===== config.mk =====
export PLATFORM = sky130hd
export DESIGN_NAME = gpi_mul
export DESIGN_NICKNAME = d
export VERILOG_FILES = /design/src/rtl/gpi_mul.sv
export SDC_FILE = /design/constraint.sdc
export NUM_CORES = 2
export LEC_CHECK = 0
export BUFFER_PORTS_ARGS = -buffer_cell sky130_fd_sc_hd__clkbuf_2
export CAP_MARGIN = 20
export CORE_UTILIZATION = 25
export CTS_CLUSTER_SIZE = 20
export DETAILED_ROUTE_END_ITERATION = 10
export SLEW_MARGIN = 5
export SYNTH_ARGS = -nofsm -noshare
export SYNTH_HDL_FRONTEND = slang
export SYNTH_SLANG_ARGS = --single-unit
export TNS_END_PERCENT = 50

===== constraint.sdc =====
create_clock -name clk -period 7.1 [get_ports clk]
set_clock_uncertainty 0.1 [all_clocks]
set_input_delay 0.355 -clock clk [delete_from_list [all_inputs] [get_ports clk]]
set_output_delay 0.355 -clock clk [all_outputs]
set_load 0.02 [all_outputs]

===== src/rtl/gpi_mul.sv =====
// gpi_mul: shared signed 33x33 multiplier with registered product
`default_nettype none
module gpi_mul (
  input  wire logic               clk,
  input  wire logic signed [32:0] a,
  input  wire logic signed [32:0] b,
  output logic signed [65:0]      prod
);

  logic signed [65:0] prod_r;

  always_ff @(posedge clk) begin
    prod_r <= a * b;
  end

  assign prod = prod_r;

endmodule
`default_nettype wire


### After elaboration in Yosys (flattened, before gate mapping)

Index checks and enable logic that the tools add are counted.

* bits in registers: 66
* bits in latches: 0
* bits in writable memories: 0
* bits in read-only memories: 0
* bits of input ports: 67
* logic and storage cells: 2
* memories: 0

* $add $sub $neg: 0
* multipliers: 1
* div/mod/pow operators: 0
* $lt $le $gt $ge: 0
* equality and inequality tests: 0
* shift operators: 0
* muxes and demuxes: 0
* bitwise operators: 0
* reduce and logical (&&, ||, !) cells: 0

Operator list (count)
* multiplier 33 x 33 -> 66 bit: 1

### Logic depth before layout (Yosys ltp)

* depth after elaboration: 1
* gate-level depth with buffers: 27
* gate-level depth less buffers: 26

### Worst setup path before layout

Ideal clock, no wire load.

* path type: input to register
* start: input port a[32]
* end: register prod_r[62], in the netlist prod[62]
* setup time: 0.079 ns
* arrival: 7.512 ns
* data required time: 6.921 ns
* path slack: -0.591 ns
* stages: 23
* path through: clkbuf_1 -> nand2_1 -> inv_1 -> fa_1 -> fa_1 -> fa_1 -> fa_1 -> fa_1 -> fa_1 -> fa_1 -> inv_1 -> fa_1 -> inv_1 -> ha_1 -> clkbuf_1 -> and3_1 -> nand3_1 -> nand2b_1 -> a2111oi_4 -> a211oi_4 -> a21o_2 -> a21o_1 -> a211oi_2

* cells in the longest elaborated chain, start to end: 1

Ends and longest elaborated chain
* start: declaration: line 5 `input wire logic signed [32:0] a,`
* multiplier 33 x 33 -> 66 bit: line 13 `prod_r <= a * b;`
* end signal: assignment: line 13
* end: declaration: line 10 `logic signed [65:0] prod_r;`

No other way between the ends.

### Worst setup path in the final report

* start: input port b[2]
* end: register prod_r[64], in the netlist prod[64]

* cells in the longest elaborated chain, start to end: 1

Ends and longest elaborated chain
* start: declaration: line 6 `input wire logic signed [32:0] b,`
* multiplier 33 x 33 -> 66 bit: line 13

No other way between the ends.

==> flow_summary.rst <==
.. list-table::
   :header-rows: 1

   * - Metric
     - Value
   * - Run status
     - complete, but fails checks
   * - Violations in the final reports
     - negative setup slack
   * - Core ar.
     - 0.1611 mm²
   * - Arrival time at the worst endpoint
     - 7.36 ns
   * - Sequential fraction of the synthesis area
     - 3.244%
   * - Total Routed Length
     - 113700 µm
   * - Antenna violation net count after detailed routing
     - 0
   * - RSZ-0062 raised after global routing
     - true
   * - Setup violations, final
     - 1
   * - Num rows
     - 147
   * - Via-to-Cell Ratio
     - 4.265
   * - Max reg flops
     - 66
   * - Final Hold Vio Count
     - 0
   * - Area of the mapped netlist
     - 0.04073 mm²
   * - Number of antenna violations at the first check in global routing
     - 10
   * - Hold Path Depth
     - 3
   * - Hold wc startpoint
     - a[0]
   * - Initial Utilization
     - 25.28%
   * - Yosys top cell area share
     - 56.27%
   * - Class of the most critical setup path
     - in2reg
   * - Yosys warning total
     - 0
   * - Number of DRC markers after the initial detailed-route iteration
     - 1490
   * - Via total after detailed routing
     - 29.60k
   * - Cell type with the highest aggregate area in the netlist
     - sky130_fd_sc_hd__fa_1
   * - Clock-pin transition on the worst setup and hold timing paths
     - 0.08 ns
   * - Number of DRC violations after detailed routing
     - 0
   * - Area taken by flip-flops and latches
     - 0.001321 mm²
   * - Number of distinct library cell variants in the gate-level netlist after synthesis
     - 80
   * - Total negative slack for setup checks
     - -0.01081 ns
   * - Primary FF master, synth
     - sky130_fd_sc_hd__dfxtp_1
   * - Wire length per cell
     - 16.39 µm
   * - Multiplexer fraction of the synthesized cell area
     - 0%
   * - Routability congestion estimate
     - 0.8899
   * - Final critical path time including I/O delays and setup
     - 7.111 ns
   * - Final nets
     - 6204
   * - Area enclosed by the die boundary
     - 0.1646 mm²
   * - HPWL after DPL
     - 101500 µm
   * - Nature of the critical path endpoint
     - flop
   * - Number of register bits inferred by synthesis
     - 66
   * - Post-Route Utilization
     - 30.80%
   * - Crit Path Max Fanout
     - 8
   * - Area of the multi-input gates
     - 0.03528 mm²
   * - Maximum buffer depth of the clock tree
     - 2
   * - Number of fill cells
     - 16.82k
   * - Post-synthesis to final-layout area growth
     - 21.84%
   * - Root buf cell
     - sky130_fd_sc_hd__clkbuf_16
   * - WHS Endpoint
     - prod[0]$_DFF_P_
   * - Least setup slack across all paths after layout
     - -0.01081 ns
   * - Maximum number of pins on one net before global-route repair
     - 27
   * - Worst max-slew margin expressed relative to the limit
     - 68.39%
   * - All-layer global routing usage
     - 14.39%
   * - Final Max Tran Viols
     - 0
   * - Number of buffers created by CTS
     - 9
   * - # clock sinks
     - 66
   * - Non-Filler Cell Area, Final
     - 0.04963 mm²
   * - Hold Path Class
     - in2reg
   * - Die width
     - 405.7 µm
   * - Main combinational cell family by area after synthesis
     - adder cells
   * - Period utilisation layout
     - 100.2%
   * - Post-synthesis share of cell area spent on and, or, nand and nor gates
     - 15.78%
   * - TritonCTS clock tree
     - yes
   * - Post-DP Area
     - 0.04771 mm²
   * - Overflow left after global routing
     - 0
   * - Crit path launch type
     - input pin
   * - Number of violations of the max-capacitance limit
     - 0
   * - CTS H-tree depth
     - 3
   * - Synthesized Nets
     - 5767
   * - Actual transition at the worst max-transition pin
     - 0.4691 ns
   * - Post-Syn Area per Cell
     - 9.390 µm²
   * - Top Ports
     - 133
   * - Synthesized-area fraction occupied by ao, oa, aoi and oai cells
     - 4.067%
   * - Share of post-route cells with drive strength above 1
     - 18.49%
   * - Synth Area in Adders
     - 62.94%
   * - Xor/xnor share of the synthesized area
     - 1.462%
   * - Number of global-route vias before repair
     - 33.08k
   * - Number of iterations in the first detailed-routing pass
     - 5
   * - Final hold slack
     - 0.5623 ns
   * - Synth Instances
     - 4338
   * - Number of synthesized flops with an enable pin
     - 0
   * - First-pass GRT wire length
     - 183500 µm
   * - Async set-or-reset flop fraction in the synthesized netlist
     - 0%
   * - Cell types occupying the most area after synthesis
     - sky130_fd_sc_hd__fa_1, sky130_fd_sc_hd__inv_1, sky130_fd_sc_hd__and2_1
   * - Count of buffers from port buffering
     - 132
   * - Maximum operating frequency
     - 140.6 MHz
   * - CP Data Required Time
     - 7.35 ns
   * - Vert. Die Dim
     - 405.7 µm
## synth_stat cells (6+ instances only)
cell and number:
sky130_fd_sc_hd__inv_1 1131, sky130_fd_sc_hd__nand4_1 11, sky130_fd_sc_hd__nand2b_1 12, sky130_fd_sc_hd__ha_1 217, sky130_fd_sc_hd__a31oi_1 8, sky130_fd_sc_hd__xor2_1 25
sky130_fd_sc_hd__buf_2 11, sky130_fd_sc_hd__nor2_1 68, sky130_fd_sc_hd__o21ai_1 6, sky130_fd_sc_hd__o21a_1 6, sky130_fd_sc_hd__o21bai_1 11, sky130_fd_sc_hd__a21oi_1 57
sky130_fd_sc_hd__o21ai_0 25, sky130_fd_sc_hd__clkbuf_1 208, sky130_fd_sc_hd__nand3_1 25, sky130_fd_sc_hd__dfxtp_1 66, sky130_fd_sc_hd__nor3_1 7, sky130_fd_sc_hd__a211o_1 6
sky130_fd_sc_hd__a21o_1 36, sky130_fd_sc_hd__fa_1 1145, sky130_fd_sc_hd__nand2_1 551, sky130_fd_sc_hd__a211oi_1 7, sky130_fd_sc_hd__xnor2_1 43, sky130_fd_sc_hd__and2_1 562
## per-stage QoR
step | setup slack (ns) | instances
CTS | -0.01848 | 6917
global placement | -1.032 | 6887
global route | -0.1522 | 6940
detailed placement | -1.063 | 6887
floorplan | -0.04435 | 4338
finish | -0.01081 | 6941
## layer usage
layer	part of all wire (%)	wire (µm)	up-vias	global-route usage (%)
met5	0.011	13	-	0
met4	2.7	3033	2	3.873
met3	4.9	5532	145	1.768
met2	51	57610	719	25.07
met1	42	47550	15520	18.68
li1	-	-	13210	-
## kinds of logic after synthesis
| kind of cell | count (synthesis) |
|---|---|
| buffers and inverters | 1352 |
| DFF | 66 |
| xor gates and xnor gates | 68 |
| adders and majority gates | 1362 |
| AOI/OAI and AO/OA | 219 |
| and+or+nand+nor | 1271 |
## worst max-delay path by stage
stage	endpoint	slack [ns]	cells after the start	from
2_1_floorplan	prod[62]$_DFF_P_	-0.04	22	a[32]
3_3_place_gp	prod[64]$_DFF_P_	-1.03	23	b[1]
3_5_place_dp	prod[64]$_DFF_P_	-1.06	23	b[1]
4_1_cts	prod[62]$_DFF_P_	-0.02	29	b[2]
5_1_grt	prod[64]$_DFF_P_	-0.15	29	b[0]
6_report	prod[64]$_DFF_P_	-0.01	28	b[2]
## placed cells by master (no fill, tap or decap), types with 8 or more instances in the layout
cell type / n
sky130_fd_sc_hd__o21ai_0: 17
sky130_fd_sc_hd__fa_2: 40
sky130_fd_sc_hd__nand4_1: 11
sky130_fd_sc_hd__clkbuf_2: 113
sky130_fd_sc_hd__nand2_1: 540
sky130_fd_sc_hd__and2_1: 551
sky130_fd_sc_hd__xor2_1: 23
sky130_fd_sc_hd__dfxtp_1: 66
sky130_fd_sc_hd__nand3_1: 21
sky130_fd_sc_hd__nor2_1: 62
sky130_fd_sc_hd__buf_6: 26
sky130_fd_sc_hd__a21oi_1: 38
sky130_fd_sc_hd__inv_2: 24
sky130_fd_sc_hd__ha_4: 25
sky130_fd_sc_hd__inv_1: 1106
sky130_fd_sc_hd__nand2b_1: 11
sky130_fd_sc_hd__o21bai_1: 9
sky130_fd_sc_hd__xnor2_1: 41
sky130_fd_sc_hd__buf_12: 72
sky130_fd_sc_hd__clkbuf_16: 15
sky130_fd_sc_hd__fa_1: 1105
sky130_fd_sc_hd__a21oi_2: 20
sky130_fd_sc_hd__nand2_2: 8
sky130_fd_sc_hd__buf_4: 414
sky130_fd_sc_hd__a21o_1: 36
sky130_fd_sc_hd__ha_1: 188
sky130_fd_sc_hd__o21ai_1: 9
sky130_fd_sc_hd__and2_4: 12
## critical path: stages
cell                       delay [ns]
sky130_fd_sc_hd__buf_8           0.12
sky130_fd_sc_hd__buf_12          0.15
sky130_fd_sc_hd__and2_4          0.16
sky130_fd_sc_hd__fa_2            0.60
sky130_fd_sc_hd__buf_12          0.12
sky130_fd_sc_hd__fa_2            0.45
sky130_fd_sc_hd__fa_2            0.59
sky130_fd_sc_hd__buf_12          0.13
sky130_fd_sc_hd__buf_12          0.11
sky130_fd_sc_hd__fa_2            0.45
sky130_fd_sc_hd__buf_12          0.16
sky130_fd_sc_hd__fa_1            0.57
sky130_fd_sc_hd__fa_2            0.47
sky130_fd_sc_hd__fa_1            0.53
sky130_fd_sc_hd__inv_1           0.05
sky130_fd_sc_hd__fa_1            0.47
sky130_fd_sc_hd__inv_1           0.06
sky130_fd_sc_hd__ha_4            0.28
sky130_fd_sc_hd__buf_6           0.11
sky130_fd_sc_hd__nand4_1         0.11
sky130_fd_sc_hd__buf_6           0.16
sky130_fd_sc_hd__nor3_4          0.25
sky130_fd_sc_hd__buf_6           0.15
sky130_fd_sc_hd__o311ai_4        0.10
sky130_fd_sc_hd__buf_12          0.16
sky130_fd_sc_hd__nand3_4         0.15
sky130_fd_sc_hd__a211oi_2        0.10
sky130_fd_sc_hd__a311oi_1        0.19
## what timing repair did
action,in CTS,in global routing
hold buffers,0,0
setup endpoints to repair,24,35
gates cloned,1,6
resized for setup,62,218
buffers inserted,13,19
pin swaps,33,128
## final cells by class
class | count | area share (%)
sequential | 66 | 2.662
timing repair buffer | 647 | 11.58
tap | 2160 | 5.446
antenna | 1 | 0.005042
clock inverter | 6 | 0.1815
inverter | 1131 | 8.562
clock buffer | 10 | 0.4815
multi-input combinational | 2920 | 71.08
Power is not shown: default switching activity piles up to over one toggle a cycle in this logic, so the estimate is an artifact.
