### src/rtl/gpi_pkg.sv
// gpi_pkg: shared types, codes, coefficients and saturation helpers for the pefrl integrator
`default_nettype none
package gpi_pkg;

  localparam int NUM_BODIES_DEF = 2;
  localparam int FRAC_BITS_DEF  = 16;

  localparam int CFG_IDX_W  = 1;
  localparam int CFG_DATA_W = 31;
  localparam int NUM_PHASES = 9;

  localparam logic [CFG_IDX_W-1:0] CFG_TIME_STEP  = 1'b0;
  localparam logic [CFG_IDX_W-1:0] CFG_GRAV_CONST = 1'b1;

  localparam logic [1:0] REQ_LOAD = 2'd0;
  localparam logic [1:0] REQ_STEP = 2'd1;
  localparam logic [1:0] REQ_READ = 2'd2;

  // integrator coefficients, signed q2.30
  localparam logic signed [31:0] C_ZETA   = 32'sd191789505;
  localparam logic signed [31:0] C_LAMBDA = -32'sd228000305;
  localparam logic signed [31:0] C_CHI    = -32'sd71151054;
  localparam logic signed [31:0] C_K1     = 32'sd764871217;
  localparam logic signed [31:0] C_K2     = 32'sd832464922;

  typedef logic [2:0][31:0] vec3_t;

  typedef struct packed {
    vec3_t       pos;
    vec3_t       vel;
    logic [30:0] mass;
  } body_t;

  typedef struct packed {
    logic [1:0]  req_type;
    logic [5:0]  body_index;
    logic [31:0] pos_x;
    logic [31:0] pos_y;
    logic [31:0] pos_z;
    logic [31:0] vel_x;
    logic [31:0] vel_y;
    logic [31:0] vel_z;
    logic [30:0] body_mass;
  } in_item_t;

  typedef struct packed {
    logic [5:0]  out_index;
    logic [31:0] out_pos_x;
    logic [31:0] out_pos_y;
    logic [31:0] out_pos_z;
    logic [31:0] out_vel_x;
    logic [31:0] out_vel_y;
    logic [31:0] out_vel_z;
    logic        saturated;
  } out_item_t;

  typedef struct packed {
    logic        start;
    logic        sqrt_mode;
    logic [63:0] num;
    logic [31:0] den;
  } dsu_req_t;

  typedef struct packed {
    logic        done;
    logic [63:0] res;
  } dsu_rsp_t;

  typedef struct packed {
    logic        ovf;
    logic [31:0] val;
  } sat32_t;

  typedef struct packed {
    logic        ovf;
    logic [30:0] val;
  } satu31_t;

  // drift on even phases, kick on odd phases
  function automatic logic signed [31:0] coef(input logic [3:0] ph);
    logic signed [31:0] c;
    unique case (ph)
      4'd0, 4'd8: c = C_ZETA;
      4'd1, 4'd7: c = C_K1;
      4'd2, 4'd6: c = C_CHI;
      4'd3, 4'd5: c = C_LAMBDA;
      4'd4:       c = C_K2;
      default:    c = '0;
    endcase
    return c;
  endfunction

  function automatic sat32_t sat_add(input logic [31:0] a, input logic [31:0] b,
                                     input logic sub);
    logic [32:0] s;
    sat32_t      r;
    s = sub ? ({a[31], a} - {b[31], b}) : ({a[31], a} + {b[31], b});
    r.ovf = s[32] ^ s[31];
    r.val = r.ovf ? (s[32] ? 32'h8000_0000 : 32'h7fff_ffff) : s[31:0];
    return r;
  endfunction

  function automatic sat32_t sat_s66(input logic [65:0] v);
    sat32_t r;
    r.ovf = !((&v[65:31]) || !(|v[65:31]));
    r.val = r.ovf ? (v[65] ? 32'h8000_0000 : 32'h7fff_ffff) : v[31:0];
    return r;
  endfunction

  function automatic satu31_t sat_u66(input logic [65:0] v);
    satu31_t r;
    r.ovf = |v[65:31];
    r.val = r.ovf ? 31'h7fff_ffff : v[30:0];
    return r;
  endfunction

  function automatic satu31_t sat_u64(input logic [63:0] v);
    satu31_t r;
    r.ovf = |v[63:31];
    r.val = r.ovf ? 31'h7fff_ffff : v[30:0];
    return r;
  endfunction

  // signed quotient from magnitude and sign
  function automatic sat32_t sat_quo(input logic [63:0] q, input logic neg);
    sat32_t r;
    if (neg) begin
      r.ovf = (|q[63:32]) || (q[31] && (|q[30:0]));
      r.val = r.ovf ? 32'h8000_0000 : (32'h0 - q[31:0]);
    end else begin
      r.ovf = |q[63:31];
      r.val = r.ovf ? 32'h7fff_ffff : q[31:0];
    end
    return r;
  endfunction

endpackage
`default_nettype wire

### src/rtl/gpi_divsqrt.sv
// gpi_divsqrt: shared bit-serial unit for unsigned divide and integer square root
`default_nettype none
module gpi_divsqrt (
  input  wire logic            clk,
  input  wire logic            rst_n,
  input  wire gpi_pkg::dsu_req_t req,
  output gpi_pkg::dsu_rsp_t    rsp
);

  localparam logic [5:0] DIV_LAST  = 6'd63;
  localparam logic [5:0] SQRT_LAST = 6'd31;

  logic        busy_r;
  logic        mode_r;
  logic        done_r;
  logic [5:0]  cnt_r;
  logic [63:0] acc_r;
  logic [63:0] aux_r;
  logic [63:0] res_r;
  logic [31:0] den_r;

  logic [32:0] div_tr;
  logic [63:0] cmp_a;
  logic [63:0] cmp_b;
  logic [64:0] diff;
  logic        ge;

  // divide: acc holds the remainder, aux shifts the dividend out
  // root: acc holds the residue, aux holds the trial bit
  always_comb begin
    div_tr = {acc_r[31:0], aux_r[63]};
    cmp_a  = mode_r ? acc_r : {31'b0, div_tr};
    cmp_b  = mode_r ? (res_r + aux_r) : {32'b0, den_r};
    diff   = {1'b0, cmp_a} - {1'b0, cmp_b};
    ge     = ~diff[64];
  end

  always_ff @(posedge clk) begin
    if (!rst_n) begin
      busy_r <= 1'b0;
      done_r <= 1'b0;
      cnt_r  <= '0;
    end else begin
      done_r <= 1'b0;
      if (req.start) begin
        busy_r <= 1'b1;
        cnt_r  <= req.sqrt_mode ? SQRT_LAST : DIV_LAST;
      end else if (busy_r) begin
        cnt_r <= cnt_r - 6'd1;
        if (cnt_r == 6'd0) begin
          busy_r <= 1'b0;
          done_r <= 1'b1;
        end
      end
    end
  end

  always_ff @(posedge clk) begin
    if (req.start) begin
      mode_r <= req.sqrt_mode;
      den_r  <= req.den;
      res_r  <= '0;
      if (req.sqrt_mode) begin
        acc_r <= req.num;
        aux_r <= 64'h4000_0000_0000_0000;
      end else begin
        acc_r <= '0;
        aux_r <= req.num;
      end
    end else if (busy_r) begin
      if (mode_r) begin
        acc_r <= ge ? diff[63:0] : acc_r;
        res_r <= ge ? ((res_r >> 1) + aux_r) : (res_r >> 1);
        aux_r <= aux_r >> 2;
      end else begin
        acc_r <= ge ? diff[63:0] : cmp_a;
        res_r <= {res_r[62:0], ge};
        aux_r <= aux_r << 1;
      end
    end
  end

  assign rsp.done = done_r;
  assign rsp.res  = res_r;

endmodule
`default_nettype wire

### config.mk
export PLATFORM = sky130hd
export DESIGN_NAME = gpi_divsqrt
export DESIGN_NICKNAME = d
export VERILOG_FILES = /design/src/rtl/gpi_pkg.sv /design/src/rtl/gpi_divsqrt.sv
export SDC_FILE = /design/constraint.sdc
export NUM_CORES = 1
export LEC_CHECK = 0
export ABC_AREA = 0
export BUFFER_PORTS_ARGS = -buffer_cell sky130_fd_sc_hd__buf_2
export CAP_MARGIN = 5
export CORE_UTILIZATION = 40
export DETAILED_ROUTE_END_ITERATION = 7
export GPL_ROUTABILITY_DRIVEN = 0
export GPL_TIMING_DRIVEN = 0
export SYNTH_ARGS = -nofsm -noshare
export SYNTH_HDL_FRONTEND = slang
export SYNTH_SLANG_ARGS = --single-unit
### constraint.sdc
create_clock -name clk -period 19.05 [get_ports clk]
set_input_delay 0.9525 -clock clk [delete_from_list [all_inputs] [get_ports clk]]
set_output_delay 0.9525 -clock clk [all_outputs]
set_load 0.02 [all_outputs]
# Word-level counts from Yosys, hierarchy flattened
# Index checks and enable logic that the tools add are counted.
# totals
ff_bits	233
input_bits	100
output_inout_bits	65
wordCells	41
# classes
n_addsub	4
n_eq_ne	1
muxes	21
n_bitwise	3
n_reduce_logical	4
# ops
cell	n
$mux W64	14
$sub A64 B64 Y65	1
$add A63 B64 Y64	1
$add A64 B64 Y64	1
$mux W6	3
$logic_not A6 Y1	1
$sub A6 B1 Y6 const B	1
$mux W1	4
$ne A3 B3 Y1 const B	1
$not A1 Y1	3
$reduce_or A3 Y1	1
$reduce_and A2 Y1	1
$reduce_bool A2 Y1	1

# Logic depth before layout (Yosys ltp)
# Gate-level depths: netlist of run 1.
# depth
depth_word	7
depth_mapped	29
mapped_depth_nobuf	26

# Least setup slack after synthesis of run 1
# Ideal clock, no wire load.
# synth_timing
path_type	flip-flop to flip-flop
start	register res_r[2]
end	register acc_r[0], enable pin
setup_time_ns	0.421
arrival_ns	6.725
required_ns	18.629
slack_ns	11.904
path_stages_with_launch	25
path_buffers	3
period_less_slack_ns	7.146
path_cell_list	dfxtp_1 ha_1 nor2b_1 o31ai_1 nand3b_1 a31oi_1 o2111ai_1 a31oi_1 o21ai_0 a311oi_1 o21ai_0 xor2_1 nand2_1 ha_1 clkbuf_1 nand4_1 nor3_1 nand4_1 or4_4 a2111oi_4 nor2_1 buf_2 clkbuf_1 nand2_1 a21o_1
# synth_between
elab_chain_cells	5
# synth_lines
item	line_no	source
from (decl)	gpi_divsqrt.sv:19	logic [63:0] res_r;
from (signal assigned)	gpi_divsqrt.sv:73	res_r <= ge ? ((res_r >> 1) + aux_r) : (res_r >> 1);
from (signal assigned)	gpi_divsqrt.sv:77	res_r <= {res_r[62:0], ge};
$add A64 B64 Y64	gpi_divsqrt.sv:33	cmp_b = mode_r ? (res_r + aux_r) : {32'b0, den_r};
$mux W64	gpi_divsqrt.sv:33	
$sub A64 B64 Y65	gpi_divsqrt.sv:34	diff = {1'b0, cmp_a} - {1'b0, cmp_b};
$ne A3 B3 Y1 (no source line)	-	
$reduce_and A2 Y1 (no source line)	-	
to (signal assigned)	gpi_divsqrt.sv:64	acc_r <= req.num;
to (signal assigned)	gpi_divsqrt.sv:72	acc_r <= ge ? diff[63:0] : acc_r;
to (signal assigned)	gpi_divsqrt.sv:76	acc_r <= ge ? diff[63:0] : cmp_a;
to (decl)	gpi_divsqrt.sv:17	logic [63:0] acc_r;
# Every way passes these cells.
# A chain may end at the register's enable or synchronous reset.

# Worst setup path after layout of run 1
# layout_timing
start	register mode_r
end	register acc_r[26] (data pin)
# layout_between
elab_chain_cells	6
# layout_lines
item	line_no	source
from (decl)	gpi_divsqrt.sv:14	logic mode_r;
from (signal assigned)	gpi_divsqrt.sv:60	mode_r <= req.sqrt_mode;
$mux W64, on equally long branches	gpi_divsqrt.sv:32, gpi_divsqrt.sv:33	
$sub A64 B64 Y65	gpi_divsqrt.sv:34	
$mux W64, on equally long branches	gpi_divsqrt.sv:76, gpi_divsqrt.sv:72	
$mux W64 (*)	gpi_divsqrt.sv:71	if (mode_r) begin
$mux W64 (*)	gpi_divsqrt.sv:70	end else if (busy_r) begin
$mux W64 (*)	gpi_divsqrt.sv:59	if (req.start) begin
# Mark *: on every way between the ends. The rest lies on a longest branch, timed or not. The select of a mux whose other input is x is not followed.

==> results of run 1 <==
-- layer usage --
layer | up-vias | routed length, um | global-route usage, %
met4 | 0 | 3514 | 10.91
met2 | 1124 | 38060 | 46.66
met5 | - | 0 | 0
met3 | 194 | 7529 | 5.227
met1 | 10990 | 36610 | 38.65
li1 | 10750 | - | -
-- sequential cells by signal, summed over array words and instances, names as in the netlist --
| signal | flops |
|---|---|
| acc_r | 64 |
| aux_r | 64 |
| res_r | 64 |
| den_r | 32 |
| cnt_r | 6 |
| busy_r | 1 |
| done_r | 1 |
| mode_r | 1 |
-- critical path: stages, from the launching register on --
cell and delay [ns]:
edfxtp_1 0.38, clkbuf_1 0.39, clkbuf_1 0.71, clkbuf_1 0.71, buf_1 0.98, o21ai_0 0.39
fa_1 0.55, a211o_1 0.33, a211oi_1 0.40, or3_1 0.26, a31oi_2 0.20, o21ai_2 0.42
or4_4 0.26, a2111oi_4 0.12, nor3_2 0.78, clkbuf_1 0.87, clkbuf_1 0.63, a21oi_1 0.14
o21ai_0 0.21
-- kinds of logic (layout without fill, tap and decap cells) --
logic type	count (synthesis)	after routing	synth area share (%)
AOI/OAI and AO/OA	950	950	26.64
xor gates and xnor gates	173	173	6.641
buffers and inverters	212	435	3.669
adders and majority gates	202	202	11.18
muxes	143	143	6.466
DFF	233	233	27.51
and+or+nand+nor	879	879	17.90
-- through the flow --
step / area [um2] / setup WS, ns
2_1_floorplan: 22820 / 11.90
3_3_place_gp: 24580 / 9.067
3_5_place_dp: 24620 / 10.46
4_1_cts: 25750 / 10.45
5_1_grt: 25750 / 9.872
6_report: 25750 / 10.12
-- cell type report --
cell class	count	area share, %
clock buffers	42	3.823
plain buffers	157	2.449
inverters	55	0.8113
clock inverters	16	0.5635
repair buffers	165	3.294
multi-input cells	2347	61.02
flip-flops and latches	233	24.37
well taps	756	3.673
-- cells in the mapped netlist (all sizes together), types with 22 or more instances --
master,number,area share [%]
nand2,367,6.0
a21oi,255,5.6
o21ai,245,5.4
ha,199,11
nor2,183,3.0
edfxtp,161,21
clkbuf,136,2.2
a21o,126,4.1
mux2i,108,4.7
xnor2,104,4.0
dfxtp,72,6.3
xor2,69,2.6
inv,55,0.90
a31oi,51,1.4
and2,51,1.4
nand3,51,1.1
nand2b,48,1.3
a22o,46,1.8
nand4,44,1.2
o21bai,38,1.3
mux2,35,1.7
and3,30,0.82
nor3,30,0.66
a211oi,25,0.82
nor2b,22,0.60
-- power by group through the flow --
stage / clock (mW) / sequential, mW / combinational [mW]
after floorplan: 0 / 0.750 / 1.30
after global placement: 0 / 0.777 / 1.74
after detailed placement: 0 / 0.779 / 1.77
after CTS: 0.663 / 0.769 / 1.78
after global routing: 0.680 / 0.782 / 1.99
final: 0.656 / 0.771 / 1.83
-- cells in the final DEF, fill, tap and decap left out, types with 72 or more instances in the layout --
master / synthesis / routed
a21o_1: 126 / 125
a21oi_1: 255 / 255
buf_2: 6 / 170
clkbuf_1: 136 / 137
dfxtp_1: 72 / 72
edfxtp_1: 161 / 161
ha_1: 199 / 199
mux2i_1: 108 / 108
nand2_1: 367 / 367
nor2_1: 183 / 183
o21ai_0: 244 / 244
xnor2_1: 104 / 104
-- path summary, 6_finish.rpt --
kind | start | cells past startpoint | to | slack (ns)
worst max-delay path | mode_r | 18 | acc_r[26] | 10.12
worst min-delay path | req[19] | 1 | den_r[19] | 0.49
worst max register to register | mode_r | 18 | acc_r[26] | 10.12
worst min register to register | res_r[0] | 2 | res_r[1] | 0.58
==> flow_metrics.env, run 1 <==
export IMPL_drt_iter0_drc=2381
export IMPL_synthesized_area_per_cell_um2=8.172
export IMPL_hp_class="in2reg"
export IMPL_internal_power_mw=1.753
export IMPL_cts_htree_levels=1
export IMPL_hold_ws_ns=0.4912
export IMPL_cp_max_fo=10
export IMPL_finalClockSkew_ns=0.03674
export IMPL_yosysSeqAreaShare_pct=27.51
export IMPL_grt_max_degree=66
export IMPL_post_drt_wl_per_cell_um=22.73
export IMPL_timing_worst_slew_pin_value_ns=1.335
export IMPL_criticalPathCategory="reg2reg"
export IMPL_run_status="complete, no violations"
export IMPL_row_count=87
export IMPL_ff_latch_area_um2=6276
export IMPL_slew_violations=0
export IMPL_share_seq_of_total_power_pct=23.7
export IMPL_clockRootBuffer="clkbuf_16"
export IMPL_ant_nets=0
export IMPL_layout_drive_gt1_share_pct=9.950
export IMPL_yosys_cell_types_count=76
export IMPL_worstPathArrival_ns=9.38
export IMPL_slew_headroom_pct=10.98
export IMPL_diodes=0
export IMPL_worstSkewPairLatency_ns=0.63
export IMPL_timing_final_hold_violations=0
export IMPL_via_per_inst=6.114
export IMPL_ios=165
export IMPL_post_cts_repair_setup_buffers=0
export IMPL_track_usage_pct=29.02
export IMPL_async_reset_ff_share_pct=0
export IMPL_core_region_area_um2=56390
export IMPL_clkPwrFrac_pct=20.2
export IMPL_report_final_setup_viol=0
export IMPL_drv_cap=0
export IMPL_cts_resized=0
export IMPL_ys_warnings_count=0
export IMPL_grt_setup_unrepaired="no"
export IMPL_switch_share_pct=46.16
export IMPL_max_clock_path_buffers=3
export IMPL_filler_cell_count=5726
export IMPL_ir_worst_vdd_mv=0.07590
export IMPL_maxClockFrequency_ghz=0.1120
export IMPL_syn_cell_area_um2=22820
export IMPL_layout_min_cycle_time_ns=8.929
export IMPL_combinationalPowerShare_pct=56.1
export IMPL_route_vias_total=23060
export IMPL_cts_sinks=233
export IMPL_syn_num_nets=3094
export IMPL_tns_ns=0
export IMPL_cts_buffers_inserted=31
export IMPL_path_clk_slew_ns=0.07
export IMPL_grt_ovfl_total=0
export IMPL_dieHeight_um=240.8
export IMPL_syn2layout_area_growth_pct=12.88
export IMPL_antenna_found_initial=2
export IMPL_place_hpwl_um=66350
export IMPL_timing_critical_path_to_type="register"
export IMPL_design_die_area_um2=58000
export IMPL_final_period_utilization_pct=46.87
export IMPL_die_span_in_x_um=240.8
export IMPL_cp_required_ns=19.50
export IMPL_ys_dominant_reg_cell="edfxtp_1"
export IMPL_start_util_pct=40.46
export IMPL_cts_hold_buffers=0
export IMPL_drc_errors=0
export IMPL_total_power_mw=3.256
export IMPL_layout_nets=3292
export IMPL_synth_enable_flop_cells=161
export IMPL_power_density_cell_area_nw_per_um2=126.4
export IMPL_detailedRoute_firstPassIterationCount=6
export IMPL_worst_setup_path_start_kind="register"
export IMPL_io_buffer_count=164
export IMPL_synthCells=2792
export IMPL_multi_input_comb_area_um2=15720
export IMPL_p_sw_mw=1.503
export IMPL_layout_cells_non_filler=3771
export IMPL_utilization_after_layout_pct=45.68
export IMPL_dp_cells=3713
export IMPL_grt_pass1_wl_um=130200
export IMPL_route_final_wire_length_um=85710
export IMPL_synthesized_flop_and_latch_total=233
export IMPL_tritoncts="built"
export IMPL_first_global_vias=22040
export IMPL_power_leakage_nw=11.40
No activity file was read; power rests on OpenSTA's default activity.
==> run 2: changes to the inputs <==
==> constraint.sdc (replaced) <==
create_clock -name clk -period 8.3 [get_ports clk]
set_input_delay 0.415 -clock clk [delete_from_list [all_inputs] [get_ports clk]]
set_output_delay 0.415 -clock clk [all_outputs]
set_load 0.02 [all_outputs]
==> flow_metrics.env, run 2 (synthesis gave the netlist of run 1 again) <==
export IMPL_hold_ws_ns=0.1061
export IMPL_timing_critical_path_to_type="register"
export IMPL_antenna_found_initial=3
export IMPL_dp_cells=3713
export IMPL_layout_drive_gt1_share_pct=10.33
export IMPL_place_area_um2=24620
export IMPL_slew_violations=0
export IMPL_route_vias_total=23150
export IMPL_grt_ovfl_total=0
export IMPL_report_final_setup_viol=0
export IMPL_slew_headroom_pct=9.724
export IMPL_core_region_area_um2=56390
export IMPL_final_setup_worst_slack_ns=0.2455
export IMPL_utilization_after_layout_pct=46.39
export IMPL_power_density_cell_area_nw_per_um2=287.1
export IMPL_detailedRoute_firstPassIterationCount=6
export IMPL_post_drt_wl_per_cell_um=22.74
export IMPL_highest_count_cells_in_the_layout_ignoring_fill_and_taps="nand2_1, a21oi_1, o21ai_0"
export IMPL_via_per_inst=6.083
export IMPL_die_span_in_x_um=240.8
export IMPL_io_buffer_count=164
export IMPL_dieHeight_um=240.8
export IMPL_ant_nets=0
export IMPL_cts_htree_levels=1
export IMPL_row_count=87
export IMPL_layout_nets=3326
export IMPL_cts_sinks=233
export IMPL_start_util_pct=40.46
export IMPL_path_clk_slew_ns=0.06
export IMPL_hp_class="in2reg"
export IMPL_clockRootBuffer="clkbuf_16"
export IMPL_finalClockSkew_ns=0.03006
export IMPL_final_period_utilization_pct=97.04
export IMPL_layout_min_cycle_time_ns=8.054
export IMPL_drt_iter0_drc=2561
export IMPL_first_global_vias=22150
export IMPL_filler_cell_count=5687
export IMPL_cp_max_fo=40
export IMPL_most_frequent_standard_cell_in_the_layout_excluding_fill_and_tap_cells="nand2_1"
export IMPL_timing_final_hold_violations=0
export IMPL_drc_errors=0
export IMPL_fin_area_um2=26160
export IMPL_design_die_area_um2=58000
export IMPL_grt_pass1_wl_um=131200
export IMPL_timing_worst_slew_pin_value_ns=1.354
export IMPL_cp_required_ns=8.62
export IMPL_largestRegisters="acc_r (64), aux_r (64), res_r (64)"
export IMPL_tritoncts="built"
export IMPL_max_clock_path_buffers=3
export IMPL_ios=165
export IMPL_track_usage_pct=29.29
export IMPL_route_final_wire_length_um=86550
export IMPL_place_hpwl_um=66350
export IMPL_ir_worst_vdd_mv=0.1740
export IMPL_drv_cap=0
export IMPL_syn2layout_area_growth_pct=14.66
export IMPL_run_status="complete, no violations"
export IMPL_criticalPathCategory="reg2reg"
export IMPL_maxClockFrequency_ghz=0.1242
export IMPL_worstPathArrival_ns=8.38
export IMPL_layout_cells_non_filler=3806
export IMPL_power_leakage_nw=11.57
export IMPL_detailedPlace_worstSlack_ns=-0.2870
export IMPL_worstSkewPairLatency_ns=0.62
export IMPL_grt_max_degree=66
export IMPL_worst_setup_path_start_kind="register"
export IMPL_cts_buffers_inserted=31
-- run 2: routing by layer --
layer	global-route usage (%)	part of all wire [%]	routed length, um	up-vias
met2	47.06	45	38530	1107
met1	39.17	43	37050	11030
met3	5.227	8.7	7510	205
li1	-	-	-	10810
met4	10.70	4.0	3456	0
met5	0	0	0	-
-- run 2: power breakdown --
group | leakage [nW] | total [mW] | internal [mW] | switching (mW)
sequential | 2.25 | 1.77 | 1.55 | 0.224
combinational | 8.74 | 4.23 | 1.60 | 2.63
clock | 0.572 | 1.51 | 0.894 | 0.615
total | 11.6 | 7.51 | 4.04 | 3.47
-- run 2: per-stage QoR --
stage	setup TNS (ns)	total power, mW
after floorplan	0	4.705
after global placement	-119.34	5.777
after global routing	-0.01816	7.959
after detailed placement	-5.507	5.844
final	0	7.509
after CTS	0	7.400
-- run 2: final timing paths --
check / start / to / slack [ns] / cells past startpoint
worst max-delay path: mode_r / acc_r[43] / 0.25 / 20
worst min-delay path: req[39] / acc_r[7] / 0.11 / 3
worst max register to register: mode_r / acc_r[43] / 0.25 / 20
worst min register to register: res_r[0] / res_r[0] / 0.59 / 2
-- run 2: layout make-up --
type | count | area (um2) | area share, %
multi-input combinational | 2348 | 15770 | 60.29
buffer | 157 | 648.1 | 2.478
clock inverter | 16 | 145.1 | 0.5548
inverter | 55 | 209.0 | 0.7987
sequential | 233 | 6276 | 23.99
tap | 756 | 945.9 | 3.616
timing repair buffer | 198 | 1176 | 4.496
antenna | 1 | 2.502 | 0.009566
clock buffer | 42 | 984.7 | 3.764
-- run 2: timing repair --
| action | in CTS | in global routing |
|---|---|---|
| hold buffers | 32 | 0 |
| pin swaps | 0 | 1 |
| endpoints found under the setup margin | 50 | 87 |
| endpoints found under the hold margin | 32 | 0 |
| resized for setup | 7 | 16 |
| gates cloned | 1 | 0 |
| setup buffers | 0 | 1 |
-- run 2: critical path, cell delays in order, from the launching register on --
cell and delay [ns]:
edfxtp_1 0.42, clkbuf_1 0.41, clkbuf_1 0.72, clkbuf_2 0.50, clkdlybuf4s15_2 0.65, o21ai_0 0.30, fa_1 0.52, a211o_1 0.33
a211oi_1 0.39, or3_1 0.26, a31oi_2 0.20, o21ai_2 0.43, or4_4 0.26, a2111oi_4 0.07, buf_4 0.19, nor2_2 0.29
buf_2 0.37, clkbuf_1 0.47, nand2_2 0.25, a21o_4 0.43, buf_16 0.23
